--- src/design/cre_pkg.sv ---
// Shared types and constants of the Catmull-Rom point evaluator.
package cre_pkg;

    // Signed Q8.8 coordinate and a point of three of them (index 0 is x).
    typedef logic signed [15:0] coord_t;
    typedef coord_t [2:0] point_t;

    typedef enum logic {
        OP_LOAD = 1'b0,
        OP_EVAL = 1'b1
    } op_t;

    typedef enum logic [1:0] {
        ST_POINT = 2'd0,
        ST_LOAD  = 2'd1,
        ST_RANGE = 2'd2,
        ST_SAT   = 2'd3
    } status_t;

    // One classified item on its way from the front part to the back part.
    // p[0] .. p[3] are the control points i-1, i, i+1 and i+2.
    typedef struct packed {
        status_t         status;
        logic [16:0]     u;
        point_t [3:0]    p;
    } item_t;

    localparam logic [16:0] U_ONE = 17'd65536;
    localparam int U_FRAC   = 16;
    localparam int TAU_FRAC = 12;
    localparam int TAU_ONE  = 4096;
    localparam int TWO_Q    = 2 * TAU_ONE;
    localparam int THREE_Q  = 3 * TAU_ONE;

    // Coefficient and accumulator width, and Horner product width.
    localparam int CW = 36;
    localparam int PW = CW + 18;

    localparam int QDEPTH = 4;

endpackage

--- src/design/cre_fifo.sv ---
// Short item queue between the front and back parts.
module cre_fifo
    import cre_pkg::*;
(
    input  logic  clk,
    input  logic  rst_n,
    input  logic  push,
    input  item_t push_item,
    output logic  full,
    input  logic  pop,
    output item_t head,
    output logic  empty
);

    localparam int QAW = $clog2(QDEPTH);

    item_t            mem_reg [QDEPTH];
    logic [QAW-1:0]   head_reg;
    logic [QAW-1:0]   tail_reg;
    logic [QAW:0]     count_reg;

    assign full  = count_reg == (QAW + 1)'(QDEPTH);
    assign empty = count_reg == '0;
    assign head  = mem_reg[head_reg];

    always_ff @(posedge clk or negedge rst_n)
    begin
        if (!rst_n)
        begin
            head_reg  <= '0;
            tail_reg  <= '0;
            count_reg <= '0;
        end
        else
        begin
            if (push)
            begin
                tail_reg <= tail_reg + QAW'(1);
            end
            if (pop)
            begin
                head_reg <= head_reg + QAW'(1);
            end
            if (push && !pop)
            begin
                count_reg <= count_reg + (QAW + 1)'(1);
            end
            else if (pop && !push)
            begin
                count_reg <= count_reg - (QAW + 1)'(1);
            end
        end
    end

    always_ff @(posedge clk)
    begin
        if (push)
        begin
            mem_reg[tail_reg] <= push_item;
        end
    end

endmodule

--- config.mk ---
export PLATFORM = sky130hd
export DESIGN_NAME = cre_fifo
export DESIGN_NICKNAME = d
export VERILOG_FILES = /design/src/design/cre_pkg.sv /design/src/design/cre_fifo.sv
export SDC_FILE = /design/constraint.sdc
export NUM_CORES = 1
export LEC_CHECK = 0
export BUFFER_PORTS_ARGS = -buffer_cell sky130_fd_sc_hd__buf_2
export CAP_MARGIN = 20
export CORE_UTILIZATION = 57
export CTS_BUF_LIST = sky130_fd_sc_hd__clkbuf_16
export DETAILED_ROUTE_END_ITERATION = 10
export PLACE_DENSITY = 0.78
export REMOVE_ABC_BUFFERS = 1
export SLEW_MARGIN = 20
export SYNTH_ARGS = -nofsm -noshare
export SYNTH_HDL_FRONTEND = slang
export SYNTH_SLANG_ARGS = --single-unit
--- constraint.sdc ---
create_clock -name clk -period 7.33 [get_ports clk]
set_input_delay 0.733 -clock clk [delete_from_list [all_inputs] [get_ports clk]]
set_output_delay 0.733 -clock clk [all_outputs]
set_load 0.005 [all_outputs]
==> results.py <==
metrics = {
    "global_route": {
        "grtUsageTotal": 0.227,
        "grt_pass1_wl_mm": 91.8,
        "antenna_found_initial": 16,
        "grt_max_degree": 138,
        "grt_overflow_total": 0,
        "first_global_vias": 14837,
    },
    "synth": {
        "synth_area_um2": 30800,
        "yosys.cell_types.count": 18,
        "yosysWarnings": 0,
        "synth.avg_cell_area_um2": 27.1,
        "ys_seq_elements": 851,
        "seq_area_frac_synth": 0.827,
        "synth_cells": 1137,
    },
    "floorplanning": {
        "dieArea_um2": 55100,
        "io_pins": 428,
        "chipWidth_um": 235,
        "row_count": 84,
        "start_util": 0.582,
        "core_region_area_um2": 53000,
        "die_h_um": 235,
    },
    "pwr": {
        "p_leak_uw": 0.0125,
        "p_seq_frac": 0.455,
        "ir_worst_vdd_mv": 0.245,
        "swShare": 0.274,
        "p_switching_uw": 4030,
        "pwr-share-clk": 0.286,
        "intPower_uw": 10700,
        "combPwrFrac": 0.258,
        "powerDensity_nw_per_um2": 403,
        "power.total_uw": 14700,
    },
    "clock_tree": {
        "htree_levels": 3,
        "cts_buffers": 82,
        "worst_skew_pair.late_latency_ps": 620,
        "cts.sinks": 851,
        "clockBufferDepth": 3,
        "path_clk_slew_ps": 60,
        "cts_setup_buffers": 0,
        "clockRootBuffer": "clkbuf_16",
        "cts_tree": "done",
    },
    "detailed_routing": {
        "drt_first_pass_iters": 4,
        "routed_wl_mm": 61.7,
        "drcViolationCount": 0,
        "vias_per_cell": 5.87,
        "vias": 13960,
        "ant_nets": 0,
        "wl_per_cell_um": 25.9,
        "drtIter0Drc": 924,
    },
    "finish": {
        "fin_nets": 1838,
        "drive_gt1_frac": 0.465,
        "finalInstanceArea_um2": 36400,
        "final_common_cell": "edfxtp_1",
        "largest_reg_flops": 844,
        "most-common-layout-cells": "edfxtp_1, buf_2, mux4_2",
        "fillers": 3169,
        "synthToLayoutAreaGrowth_pct": 18.2,
    },
    "placement": {
        "post-place-ws_ps": 3870,
        "place_congestion": 0.758,
        "portBuffers": 427,
        "dpl_cell_area_um2": 33700,
        "hpwlAfterDp_mm": 35.5,
    },
    "timing": {
        "slew_violations": 0,
        "setup_viol": 0,
        "skew_ps": 17.4,
        "maxSlewHeadroom": 0.269,
        "hold_slack_ps": 327,
        "fin_crit_ps": 3970,
        "hold_viol": 0,
        "setup_slack_ps": 3360,
        "rsz0062_at_grt": "false",
        "worst_pin_slew_ps": 1100,
        "fin_crit_sh": 0.542,
        "max_freq_ghz": 0.252,
        "setup-tns-final_ps": 0,
    },
    "critical_path": {
        "arrival_ps": 3240,
        "slowest_delay_ps": 1050,
        "critPathMaxFanout": 98,
        "critical-path-slowest-cell": "dfrtp_4",
        "critPathKind": "reg2out",
        "cp-end-kind": "output pin",
        "cp_top_family": "flip-flops",
        "critical_path_buf_inv_count": 2,
        "worstPathRequired_ps": 6600,
        "cp_cell_sequence": "buf_12 > mux4_2 > buf_2",
        "startpoint_type": "flip-flop",
    },
    "flow_run": {
        "max_cap_viol_count": 0,
    },
    "hold_path": {
        "hold_path.class": "in2reg",
    },
    "run_status": {
        "status": "finished clean",
    },
}
-- cell usage after synthesis --
cell type,count,area share
edfxtp_1,844,0.82
mux4_2,211,0.15
buf_2,24,0.0039
buf_6,20,0.0073
dfrtp_1,7,0.0057
ha_1,5,0.0020
and2_1,4,0.00081
clkbuf_1,4,0.00049
inv_1,4,0.00049
xor2_1,4,0.0011
nand2_1,2,0.00024
xnor2_1,2,0.00057
fa_1,1,0.00065
mux2_2,1,0.00037
nor2_1,1,0.00012
nor3_1,1,0.00016
nor3b_1,1,0.00024
o21ai_0,1,0.00016
-- path summary, 6_finish.rpt --
check	start	end	slack, ps	depth (start not counted)
max	head_reg[0]	head[61]	3360	3
min in group asynchronous	rst_n	tail_reg[0]	580	2
max in group asynchronous	rst_n	head_reg[0]	6520	2
min reg2reg	count_reg[2]	count_reg[2]	500	1
max reg2reg	tail_reg[0]	mem_reg[2][201]	4510	4
min	push_item[60]	mem_reg[2][60]	330	1
-- kinds of logic after synthesis --
kind of cell             Yosys count  share of synthesized area
buffers and inverters             52                     0.0122
adder cells (fa/ha/maj)            6                    0.00268
flip-flops                       851                      0.827
multiplexers                     212                      0.154
AO/OA/AOI/OAI                      1                   0.000162
XOR/XNOR                           6                    0.00170
AND/OR/NAND/NOR                    9                    0.00158
-- power by group through the flow --
stage               logic (uW)  registers, uW  clock network (uW)
floorplan                 2520           7180                   0
global placement          3830           6730                   0
detailed placement        3840           6790                   0
CTS                       3890           6710                4280
global route              4050           6770                4450
finish                    3800           6690                4200
-- metrics by stage --
step / util / std cells
final: 0.688 / 2380
after global routing: 0.688 / 2375
after CTS: 0.687 / 2370
after detailed placement: 0.636 / 2219
after global placement: 0.636 / 2219
after floorplan: - / 1089
-- routing by layer --
metal	vias up	wire, um	track usage
li1	5923	-	-
met1	7319	23600	0.292
met2	569	31500	0.374
met3	131	4640	0.0611
met4	18	1830	0.0861
met5	-	125	0
-- worst reg2reg max path: cells and delay by family, from the launching register on --
kind	cells	cell delay (ps)
fa+ha+maj	1	150
buf+inv	2	1000
simple gates	1	820
flops	1	420
-- timing repair --
action	in CTS	in global routing
endpoints found under the hold margin	7	0
hold buffers	1	0
gates resized for setup	0	0
-- final cells by class --
cell class | instances | area, um^2 | share of cell area
Sequential cell | 851 | 25500 | 0.700
Multi-Input combinational cell | 234 | 4960 | 0.136
Timing Repair Buffer | 444 | 2330 | 0.0639
Clock buffer | 85 | 2130 | 0.0584
Tap cell | 688 | 861 | 0.0236
Clock inverter | 65 | 602 | 0.0165
Antenna cell | 9 | 22.5 | 0.000618
Inverter | 4 | 15.0 | 0.000412
(Power assumes the default switching activity.)
